### src/rtl/pip_pkg.sv
// Shared types, constants and helpers for the point-in-polygon tolerance unit.
// Used by every module under rtl/; depends on nothing else.
package pip_pkg;

	// Sizing
	localparam int MAX_VERTICES = 16;
	localparam int COORD_BITS   = 16;
	localparam int FLD_W        = 16;
	localparam int CW           = (COORD_BITS < FLD_W) ? COORD_BITS : FLD_W;
	localparam int VIDX_W       = $clog2(MAX_VERTICES);
	localparam int CNT_W        = $clog2(MAX_VERTICES + 1);
	localparam int IDX_W        = 4;
	localparam int VC_W         = 5;
	localparam int TOL_W        = 15;
	localparam int CFG_W        = 15;
	localparam int CFG_IDX_W    = 1;
	localparam int DW           = FLD_W + 1;
	localparam int MW           = 2 * DW;
	localparam int PW           = 2 * MW;
	localparam int MIN_VERTICES = 3;
	localparam logic [TOL_W-1:0] TOL_RESET = TOL_W'(51);

	// Input word modes
	localparam logic MODE_LOAD  = 1'b0;
	localparam logic MODE_QUERY = 1'b1;

	// Configuration register indexes
	localparam logic [CFG_IDX_W-1:0] REG_VERTEX_COUNT = CFG_IDX_W'(0);
	localparam logic [CFG_IDX_W-1:0] REG_TOLERANCE    = CFG_IDX_W'(1);

	// Sequencer states
	typedef enum logic [4:0] {
		S_IDLE, S_TOL, S_LDA, S_LDB, S_DIFF, S_SQA, S_SQB,
		S_M1, S_M2, S_M3, S_M4, S_M5, S_M6,
		S_XSUB, S_CASE, S_BIG1, S_BIG2, S_NEXT, S_DONE
	} st_t;

	typedef logic signed [DW-1:0] crd_t;

	// Multiplier issue
	typedef struct packed {
		logic                 en;
		logic signed [MW-1:0] a;
		logic signed [MW-1:0] b;
	} mul_req_t;

	// Vertex store write and read ports
	typedef struct packed {
		logic              we;
		logic [VIDX_W-1:0] addr;
		logic [2*FLD_W-1:0] data;
	} vm_wr_t;

	typedef struct packed {
		logic              re;
		logic [VIDX_W-1:0] addr;
	} vm_rd_t;

	// Query start toward the sequencer
	typedef struct packed {
		logic             start;
		logic [FLD_W-1:0] x;
		logic [FLD_W-1:0] y;
	} qry_t;

	// Sequencer status
	typedef struct packed {
		logic busy;
		logic valid;
		logic in_poly;
		logic by_tol;
	} core_st_t;

	// Take the low CW bits of a coordinate as signed, widened to DW bits
	function automatic crd_t sx(input logic [FLD_W-1:0] v);
		return {{(DW-CW){v[CW-1]}}, v[CW-1:0]};
	endfunction

endpackage

### src/rtl/pip_mul.sv
// Shared signed multiplier with a registered product.
// Depends on pip_pkg.
module pip_mul (
	input  logic                           clk,
	input  pip_pkg::mul_req_t              req,
	output logic signed [pip_pkg::PW-1:0]  prod
);
	import pip_pkg::*;

	logic signed [PW-1:0] prod_q;

	// Issue one product per cycle, hold otherwise
	always_ff @(posedge clk) begin
		if (req.en) begin
			prod_q <= req.a * req.b;
		end
	end

	assign prod = prod_q;

endmodule

### config.mk
export PLATFORM = sky130hd
export DESIGN_NAME = pip_mul
export DESIGN_NICKNAME = d
export VERILOG_FILES = /design/src/rtl/pip_pkg.sv /design/src/rtl/pip_mul.sv
export SDC_FILE = /design/constraint.sdc
export NUM_CORES = 2
export LEC_CHECK = 0
export BUFFER_PORTS_ARGS = -buffer_cell sky130_fd_sc_hd__buf_2
export CORE_ASPECT_RATIO = 1.4
export CORE_MARGIN = 3
export CORE_UTILIZATION = 50
export CTS_CLUSTER_DIAMETER = 40
export DETAILED_ROUTE_END_ITERATION = 6
export GPL_ROUTABILITY_DRIVEN = 0
export GPL_TIMING_DRIVEN = 0
export PLACE_DENSITY = 0.66
export RECOVER_POWER = 100
export SETUP_SLACK_MARGIN = 0.02
export SKIP_LAST_GASP = 1
export SYNTH_ARGS = -nofsm -noshare
export SYNTH_HDL_FRONTEND = slang
export SYNTH_SLANG_ARGS = --single-unit
### constraint.sdc
create_clock -name clk -period 19.95 [get_ports clk]
set_clock_uncertainty 0.05 [all_clocks]
set_input_delay 1.995 -clock clk [delete_from_list [all_inputs] [get_ports clk]]
set_output_delay 1.995 -clock clk [all_outputs]
set_load 0.02 [all_outputs]
; Yosys cells after proc, flatten, opt, wreduce, memory -nomap -nowiden
; Index checks and enable logic that the tools add are counted.
[totals]
ram_bits = 0
latch_bits = 0
out_inout_bits = 68
n_memories = 0
input_bits = 70
mem_bits_ro = 0
regBits = 68
[op_classes]
shift = 0
reduce_logical = 0
add_sub_neg = 0
magnitude_cmp = 0
mux = 0
bitwise_logic = 0
multipliers = 1
eq_ne = 0
div_mod_pow = 0
[ops]
columns = operator, count
row1 = $mul A34 B34 Y68, 1

; Longest topological paths before layout
[depth]
depth_word = 1
ltp_mapped = 31
ltp_nobuf = 29

; Worst setup path before layout
; OpenSTA, ideal clock, no wires.
[synth_timing]
path_type = input port to flip-flop
startpoint = input req[67] (netlist name)
endpoint = register prod_q[65] (netlist: prod[65]), data pin
cell_stages = 24
setup_slack_ns = 10.280
path_buffers = 2
setup_time_ns = 0.263
t_arrival_ns = 9.357
required_ns = 19.637
cell_sequence = clkbuf_1 -> nand2_1 -> inv_1 -> fa_1 -> fa_1 -> fa_1 -> fa_1 -> inv_1 -> fa_1 -> fa_1 -> fa_1 -> fa_1 -> inv_1 -> ha_1 -> clkdlybuf4s50_2 -> nand3_1 -> or2_2 -> nor2_1 -> a221oi_1 -> o21ai_0 -> a31oi_2 -> nor2_2 -> o41ai_2 -> xnor2_1
[synth_between]
elab_chain_len = 1
[synth_lines]
columns = item, line_no
row1 = from (decl), pip_mul.sv:5  ; input pip_pkg::mul_req_t req,
row2 = $mul A34 B34 Y68, pip_mul.sv:15  ; prod_q <= req.a * req.b;
row3 = to (signal assigned), pip_mul.sv:15
row4 = to (decl), pip_mul.sv:10  ; logic signed [PW-1:0] prod_q;
; Every way passes these cells.
; A chain may end at the register's enable or synchronous reset.

; Final worst setup path
[layout_timing]
startpoint = input req[4] (netlist name)
endpoint = register prod_q[67] (netlist: prod[67]), data pin
; Same word-level chain as after synthesis.

==> flow_metrics.tcl <==
set metrics [dict create \
    tightest_slew_ps 3611 \
    dieArea_um2 91050 \
    drtPass1Iterations 7 \
    drc 8 \
    viasPerCell 5.625 \
    maxSlewHeadroom_pct -140.8 \
    fp.dieH_um 355.8 \
    cts-resized-gates 0 \
    ys_warn_count 0 \
    crit_path_end "prod[67]" \
    vias 33150 \
    maxCapViolations 2 \
    cts_max_level 3 \
    startpoint_type "input port" \
    postCtsSetupBuffers 0 \
    dr_wl_met2_um 72590 \
    root_buffer "clkbuf_16" \
    die_x_um 255.9 \
    dr_wl_met3_um 18150 \
    fin_crit_ps 13860 \
    drive_gt1_share_pct 2.212 \
    clock-sinks 68 \
    worstPathArrival_ps 13950 \
    ys_seq_elements 68 \
    drv_slew 66 \
    hp-start "req[68]" \
    hold_path.class "in2reg" \
    syn_area_per_cell_um2 9.598 \
    syn-cell-area_um2 43710 \
    core_um2 86130 \
    crit_type "in2reg" \
    ys_async_sr_fraction_pct 0 \
    top_layer "met5" \
    grt_usage_pct 35.82 \
    area_growth_pct 5.184 \
    hold_buffers 0 \
    cp_max_fo 10 \
    drt_iter0_markers 3015 \
    tritoncts "done" \
    cts.path.max_buffers 2 \
    fin_util_pct 53.38 \
    final_cell_area_um2 45970 \
    fin_crit_sh_pct 69.48 \
    nFillCells 8157 \
    startpoint "req[4]" \
    setup_tns_ps 0 \
    synth_ff_type "edfxtp_1" \
    synth_top_area_share_pct 56.84 \
    portBuffers 131 \
    placed_cell_area_um2 45850 \
    largest_reg_flops 68 \
    violations "design-rule violations, max-capacitance violations, max-slew violations" \
    detail-route-antenna-nets 0 \
    grt_max_degree 62 \
    detailed_place_hpwl_um 130400 \
    cp-end-kind "flop" \
    synth-edff-count 68 \
    routed_wl_um 156900 \
    start_util_pct 50.75 \
    clk_pin_slew_worst_paths_ps 70 \
    final_hold_viol_count 0 \
    grt_pass1_wl_um 233600 \
    multi_input_area_um2 36040 \
    syn_inst 4554 \
    worst_ep_required_time_ps 20040 \
    antenna_found_initial 43 \
    whs_ps 1971 \
    ios 138 \
    rows 127 \
    cts_buffers 9 \
    setup_violations 0 \
    rsz0062_at_grt "false" \
    post-synth-top-area-cell "fa_1" \
    fmax_ghz 0.07214 \
    syn_nets 6069 \
    ff_latch_area_um2 2042 \
    grt_overflow_total 0 \
    drt-met1-wl_um 49230 \
    outcome "finished, violations left" \
    nets 6212 \
    drt-wirelength-per-cell_um 26.62 \
    yosysSeqAreaShare_pct 4.672 \
    ys_types 69 \
    synth_area_leaders "fa_1 (57%), inv_1 (11%), and2_1 (8.9%), ha_1 (5.8%), edfxtp_1 (4.7%)" \
    first_global_vias 36600 \
]
## cells in the final DEF (no fill, tap or decap), drive strengths merged, types with 30 or more instances in the layout
| master | n |
|---|---|
| fa | 1241 |
| inv | 1232 |
| and2 | 623 |
| nand2 | 542 |
| clkbuf | 297 |
| ha | 204 |
| buf | 71 |
| edfxtp | 68 |
| a21oi | 63 |
| xnor2 | 56 |
| nor2 | 56 |
| o21ai | 41 |
| a21o | 37 |
| diode | 30 |
## kinds of logic after synthesis
logic type / count (synthesis) / synth area share [%]
AND/OR/NAND/NOR: 1296 / 15.13
AO/OA/AOI/OAI: 206 / 3.295
flip-flops: 68 / 4.672
XOR/XNOR: 79 / 1.583
adder cells (fa/ha/maj): 1445 / 62.68
buffers and inverters: 1460 / 12.64
## cells in the mapped netlist, types with 5 or more instances
cell type / instances
nor2_1: 54
xor2_1: 23
a21o_1: 37
clkbuf_1: 214
nor3_1: 5
and3_1: 5
o21ai_0: 31
fa_1: 1241
o21ai_1: 7
edfxtp_1: 68
ha_1: 204
xnor2_1: 56
and2_1: 621
nand3_1: 11
a21oi_1: 61
o21bai_1: 12
nand2b_1: 20
inv_1: 1231
a31oi_1: 7
a211oi_1: 6
nand4_1: 11
nor2b_1: 9
nand2_1: 542
## metrics by stage
step	std cells	setup slack, ps
final	5893	6089
after global routing	5871	5950
after detailed placement	5847	7800
after CTS	5863	8171
after global placement	5846	7723
after floorplan	4554	10280
## metal layers
layer  GRT usage [%]  up-vias
met4           28.77       12
met3           11.93      856
met5               0        -
met2           57.74     2181
met1           38.73    16910
li1                -    13190
## critical path: stages
cell and delay (ps):
clkbuf_1 470, clkbuf_1 960, nand2_1 200, fa_1 540, fa_1 840, inv_1 140
fa_1 510, inv_1 60, fa_1 550, fa_1 570, inv_1 50, fa_1 510
fa_1 530, inv_1 170, fa_1 530, inv_1 40, ha_1 260, clkbuf_1 660
nand4_1 220, nor4_1 1150, a211oi_1 560, o21ai_0 1110, a31oi_1 600, o21ai_0 380
a21oi_1 120, xnor2_1 170
## how the worst min path moves through the flow
| stage | endpoint | slack [ps] | depth (start not counted) |
|---|---|---|---|
| floorplan | prod[0] | 2060 | 0 |
| global placement | prod[22] | 2390 | 1 |
| detailed placement | prod[66] | 2260 | 1 |
| CTS | prod[66] | 1840 | 1 |
| global route | prod[66] | 1990 | 1 |
| finish | prod[66] | 1970 | 1 |
## cell type report
cell class	instances	share of cell area, %
repair buffers	132	1.246
clock buffers	9	0.4899
inverters	1232	10.06
clock inverters	7	0.1143
flip-flops and latches	68	4.442
multi-input cells	3026	78.39
diodes	30	0.1633
plain buffers	228	1.938
well taps	1161	3.160
Power is left out: the tool's default activity adds up to more than one toggle a clock period on the data nets, which glitch-free logic cannot reach.
