==> src/rtl/pip_pkg.sv <==
// Shared types, constants and helpers for the point-in-polygon tolerance unit.
// Used by every module under rtl/; depends on nothing else.
package pip_pkg;

	// Sizing
	localparam int MAX_VERTICES = 16;
	localparam int COORD_BITS   = 16;
	localparam int FLD_W        = 16;
	localparam int CW           = (COORD_BITS < FLD_W) ? COORD_BITS : FLD_W;
	localparam int VIDX_W       = $clog2(MAX_VERTICES);
	localparam int CNT_W        = $clog2(MAX_VERTICES + 1);
	localparam int IDX_W        = 4;
	localparam int VC_W         = 5;
	localparam int TOL_W        = 15;
	localparam int CFG_W        = 15;
	localparam int CFG_IDX_W    = 1;
	localparam int DW           = FLD_W + 1;
	localparam int MW           = 2 * DW;
	localparam int PW           = 2 * MW;
	localparam int MIN_VERTICES = 3;
	localparam logic [TOL_W-1:0] TOL_RESET = TOL_W'(51);

	// Input word modes
	localparam logic MODE_LOAD  = 1'b0;
	localparam logic MODE_QUERY = 1'b1;

	// Configuration register indexes
	localparam logic [CFG_IDX_W-1:0] REG_VERTEX_COUNT = CFG_IDX_W'(0);
	localparam logic [CFG_IDX_W-1:0] REG_TOLERANCE    = CFG_IDX_W'(1);

	// Sequencer states
	typedef enum logic [4:0] {
		S_IDLE, S_TOL, S_LDA, S_LDB, S_DIFF, S_SQA, S_SQB,
		S_M1, S_M2, S_M3, S_M4, S_M5, S_M6,
		S_XSUB, S_CASE, S_BIG1, S_BIG2, S_NEXT, S_DONE
	} st_t;

	typedef logic signed [DW-1:0] crd_t;

	// Multiplier issue
	typedef struct packed {
		logic                 en;
		logic signed [MW-1:0] a;
		logic signed [MW-1:0] b;
	} mul_req_t;

	// Vertex store write and read ports
	typedef struct packed {
		logic              we;
		logic [VIDX_W-1:0] addr;
		logic [2*FLD_W-1:0] data;
	} vm_wr_t;

	typedef struct packed {
		logic              re;
		logic [VIDX_W-1:0] addr;
	} vm_rd_t;

	// Query start toward the sequencer
	typedef struct packed {
		logic             start;
		logic [FLD_W-1:0] x;
		logic [FLD_W-1:0] y;
	} qry_t;

	// Sequencer status
	typedef struct packed {
		logic busy;
		logic valid;
		logic in_poly;
		logic by_tol;
	} core_st_t;

	// Take the low CW bits of a coordinate as signed, widened to DW bits
	function automatic crd_t sx(input logic [FLD_W-1:0] v);
		return {{(DW-CW){v[CW-1]}}, v[CW-1:0]};
	endfunction

endpackage

==> src/rtl/pip_vmem.sv <==
// Vertex store: one write port, one registered read port.
// Depends on pip_pkg.
module pip_vmem (
	input  logic                        clk,
	input  pip_pkg::vm_wr_t             wr,
	input  pip_pkg::vm_rd_t             rd,
	output logic [2*pip_pkg::FLD_W-1:0] rdata
);
	import pip_pkg::*;

	logic [2*FLD_W-1:0] mem_q [MAX_VERTICES];
	logic [2*FLD_W-1:0] rdata_q;

	// Write one vertex, register read data
	always_ff @(posedge clk) begin
		if (wr.we) begin
			mem_q[wr.addr] <= wr.data;
		end
		if (rd.re) begin
			rdata_q <= mem_q[rd.addr];
		end
	end

	assign rdata = rdata_q;

endmodule

==> config.mk <==
export PLATFORM = sky130hd
export DESIGN_NAME = pip_vmem
export DESIGN_NICKNAME = d
export VERILOG_FILES = /design/src/rtl/pip_pkg.sv /design/src/rtl/pip_vmem.sv
export SDC_FILE = /design/constraint.sdc
export NUM_CORES = 1
export LEC_CHECK = 0
export BUFFER_PORTS_ARGS = -buffer_cell sky130_fd_sc_hd__buf_2
export CAP_MARGIN = 30
export CORE_MARGIN = 5
export CORE_UTILIZATION = 61
export CTS_CLUSTER_SIZE = 14
export DETAILED_ROUTE_END_ITERATION = 16
export PLACE_DENSITY = 0.86
export SYNTH_ARGS = -nofsm -noshare
export SYNTH_HDL_FRONTEND = slang
export SYNTH_SLANG_ARGS = --single-unit
export TNS_END_PERCENT = 1
==> constraint.sdc <==
create_clock -name clk -period 5.41 [get_ports clk]
set_input_delay 0.8115 -clock clk [delete_from_list [all_inputs] [get_ports clk]]
set_output_delay 0.8115 -clock clk [all_outputs]
set_load 0.05 [all_outputs]
-- Yosys cells after proc, flatten, opt, wreduce, memory -nomap -nowiden
Memory sizes are Yosys's and may differ from the RTL's. A register that Yosys moved wholly into a read port is not among the register bits.
Cells that the tools add are included.
Widths: inputs -> output; s select.
- shift operators: 0
- divide/modulo/power cells: 0
- reductions and logical operators: 0
- $add $sub $neg: 0
- muxes and demuxes: 2
- multipliers: 0
- $lt $le $gt $ge: 0
- eq/ne operators: 0
- bitwise gates (word level): 0
- operators by type and width (cell ; count):
    $mux 1 ; 2
- input port bits: 43
- ROM bits: 0
- output and inout port bits: 32
- bits in latches: 0
- memories kept: 1
- bits in writable memories: 512
- register bits: 0
- word-level logic and storage cells: 3
- memories (name ; words ; width ; rd ports ; clocked after Yosys merged registers in ; write ports ; line ; text):
    mem_q ; 16 ; 32 ; 1 ; 1 ; 1 ; pip_vmem.sv:11 ; logic [2*FLD_W-1:0] mem_q [MAX_VERTICES];

-- Depth between registers and ports, before layout
- depth after elaboration: 2
- mapped depth: 5
- depth with buffers taken out: 3

-- Worst setup path after synthesis
Ideal clock, no wire load.
- path type: input to register
- from: input port wr[34] (netlist name)
- to: memory mem_q[0][0] (netlist name), enable pin
- cell stages on the path: 2
- data required time: 4949 ps
- arrival time: 3530 ps
- library setup time: 461 ps
- path slack: 1419 ps
- path through: or3b_2 > nor3_1
- RTL lines (what ; line ; text):
    start, declared ; pip_vmem.sv:5 ; input pip_pkg::vm_wr_t wr,
    end, declared ; pip_vmem.sv:11 ;
Straight into the memory's write port.

==> flow_summary.yaml <==
clock_network:
  cts.path.max_buffers: 3
  worst_setup_hold_path_clk_slew_ns: 0.06
  cts_resized: 0
  tritoncts: "yes"
  post_cts_hold_buffer_count: 0
  h_tree_levels: 2
  numCtsBuffers: 51
  cts_setup_buffers: 0
  clock_sink_count: 544
  worst_skew_pair.late_latency_ns: 0.56
  clockRootBuffer: "clkbuf_16"
yosys:
  netlist_instances: 838
  asyncSetResetFlopFracSynth_pct: 0
  synth_top_area_cell: "edfxtp_1"
  netlist_top_cells_count: "edfxtp_1 (544), mux4_2 (128), a22oi_1 (64), nand2_1 (33), clkbuf_1 (17)"
  synth.cell_area_um2: 20170
  synth_nets: 881
  synth.area.top_cells: "edfxtp_1 (81%), mux4_2 (14%), a22oi_1 (2.4%)"
  yosys_warnings: 0
  yosys_register_bits: 544
  postSynthAreaPerCell_um2: 24.07
  synth-edff-count: 544
  seq_area_frac_synth_pct: 80.97
  synth-main-ff-cell: "edfxtp_1"
  synth_top_cell_area_share_pct: 80.97
  yosysMostFrequentCell: "edfxtp_1"
  synth_cell_types: 17
power:
  combinationalPowerShare_pct: 5.6
  power.clock.fraction_pct: 40.0
  leakage_nw: 7.339
  powerDensity_nw_per_um2: 382.4
  power.switching_fraction_pct: 20.90
  cellInternalPower_mw: 6.949
  power.net_switching_mw: 1.836
  vdd.ir_drop.worst_mv: 0.2318
  total_power_mw: 8.785
  seqPwrFrac_pct: 54.4
critical_path:
  cpMaxStageDelayCell: "buf_4"
  crit_chain: "buf_4 > buf_16 > buf_12 > mux4_2 > a22oi_1 > nand2_1"
  slowest_stage_delay_cp_ns: 0.41
  critPathKind: "in -> reg"
  critical_path.max_fanout: 54
  critPathLaunchType: "input port"
  required_time_reported_for_the_critical_path_endpoint_ns: 5.68
  cp.arrival_ns: 2.82
  endpoint_kind: "flip-flop"
  worst_case_reg_to_reg_path_depth: 3
floorplanning:
  initial_core_util_pct: 61.85
  area_of_the_die_um2: 36810
  die_height_um: 191.9
  die-width_um: 191.9
  fp-row-count: 66
  core-area_um2: 32620
  ioPinCount: 75
routing:
  wl_met3_um: 4569
  drt_iter0_markers: 1320
  firstDrtPassIters: 7
  met2RoutedLength_um: 24770
  detailroute.via_count: 9734
  ant_nets: 0
  drc_errors: 0
  routed_wire_length_per_instance_um: 32.96
  wirelength_um: 47300
  wl_met1_um: 16080
  top_layer: "met5"
  post_drt_via_cell_ratio: 6.783
sta:
  finalCritPeriodShare_pct: 47.01
  tightest_slew_ns: 0.8266
  clock.fmax_mhz: 393.2
  hold-worst-slack_ns: 0.6210
  finalClockSkew_ns: 0.009537
  final.setup.worst_slack_ns: 2.867
  rsz_0062_raised_after_global_routing: "no"
  slew_violations: 0
  timing_hold_violations_final: 0
  timing.final.crit_period_ns: 2.543
  setup_viol: 0
  worst_slew_margin_rel_pct: 44.76
  final.setup.tns_ns: 0
global_route:
  pin_count_of_the_biggest_net_entering_global_routing: 79
  global_route.usage.total_pct: 26.27
  number_of_global_route_vias_before_repair: 10210
  antenna_found_initial: 4
  grt_first_pass_wirelength_um: 68590
  grt.overflow.total: 0
placement:
  place_hpwl_um: 22150
  port_buffers: 74
  post-place-ws_ns: 2.143
  place.detailed.instances: 1336
  place.gp.congestion: 0.7220
final_layout:
  regArea_um2: 16340
  final_layout_size_suffix_gt1_share_pct: 31.78
  finalNonFillerCells: 1435
  finish.net_count: 992
  fillCellCount: 1777
  multiInputGateArea_um2: 3750
  syn2layout_area_growth_pct: 13.89
run:
  drv_cap: 0
hold_path:
  timing.hold.worst_path_depth: 1
  timing.hold.worst.class: "in -> reg"
run_status:
  run_status: "finished, final reports clean"
[path summary, 6_finish.rpt]
kind                 from      endpoint  slack, ns
min                wr[17]  mem_q[0][17]       0.62
max reg2reg  mem_q[3][26]     rdata[26]       3.73
min reg2reg  mem_q[12][7]      rdata[7]       0.75
max                 rd[1]     rdata[26]       2.87
[stage by stage]
stage | utilization, % | cell area, um^2
finish | 70.44 | 22980
global route | 70.42 | 22970
CTS | 70.23 | 22910
detailed placement | 65.28 | 21290
global placement | 65.04 | 21220
floorplan | - | 20170
[worst max-delay path: cells and delay by family]
kind            cells  cell delay [ns]
simple gates        1             0.18
mux                 1             0.39
buf+inv             3             1.08
compound gates      1             0.27
[layout make-up]
class                           count  area share [%]
Antenna cell                        5         0.05446
Clock buffer                       71           6.067
Clock inverter                     21          0.9584
Multi-Input combinational cell    251           16.32
Sequential cell                   544           71.10
Tap cell                          442           2.407
Timing Repair Buffer              101           3.093
[layout by cell type, fill, tap and decap left out, drive strengths merged, types with 2 or more instances in the layout]
| cell | n |
|---|---|
| edfxtp | 544 |
| bufinv | 5 |
| nand2 | 33 |
| nor3 | 4 |
| nand2b | 2 |
| nor2 | 13 |
| a22oi | 64 |
| nor2b | 2 |
| clkbuf | 72 |
| buf | 100 |
| clkinv | 15 |
| diode | 5 |
| nand3b | 2 |
| mux4 | 128 |
[flip-flops by register name, indices dropped and copies added (netlist names)]
name and count:
mem_q 512, rdata 32
[cells by family (layout without fill, tap and decap cells)]
group	count (synthesis)	count (layout)	synth area share [%]
multiplexers	128	128	14.29
buffers and inverters	43	193	1.104
AND/OR/NAND/NOR	59	59	1.253
flip-flops	544	544	80.97
AO/OA/AOI/OAI	64	64	2.382
other	0	5	0
[layer usage]
metal  vias up  GRT usage [%]
met3       140          4.925
met4         2          11.13
met1      5000          33.94
li1       3827              -
met5         -              0
met2       765          44.58
[power by group through the flow]
stage	clock network, mW	logic (mW)	registers (mW)
6_report	3.51	0.491	4.78
5_1_grt	3.74	0.516	4.79
4_1_cts	3.54	0.487	4.78
3_5_place_dp	0	0.476	4.87
3_3_place_gp	0	0.453	4.86
2_1_floorplan	0	0.227	4.93
(Power assumes the default switching activity.)
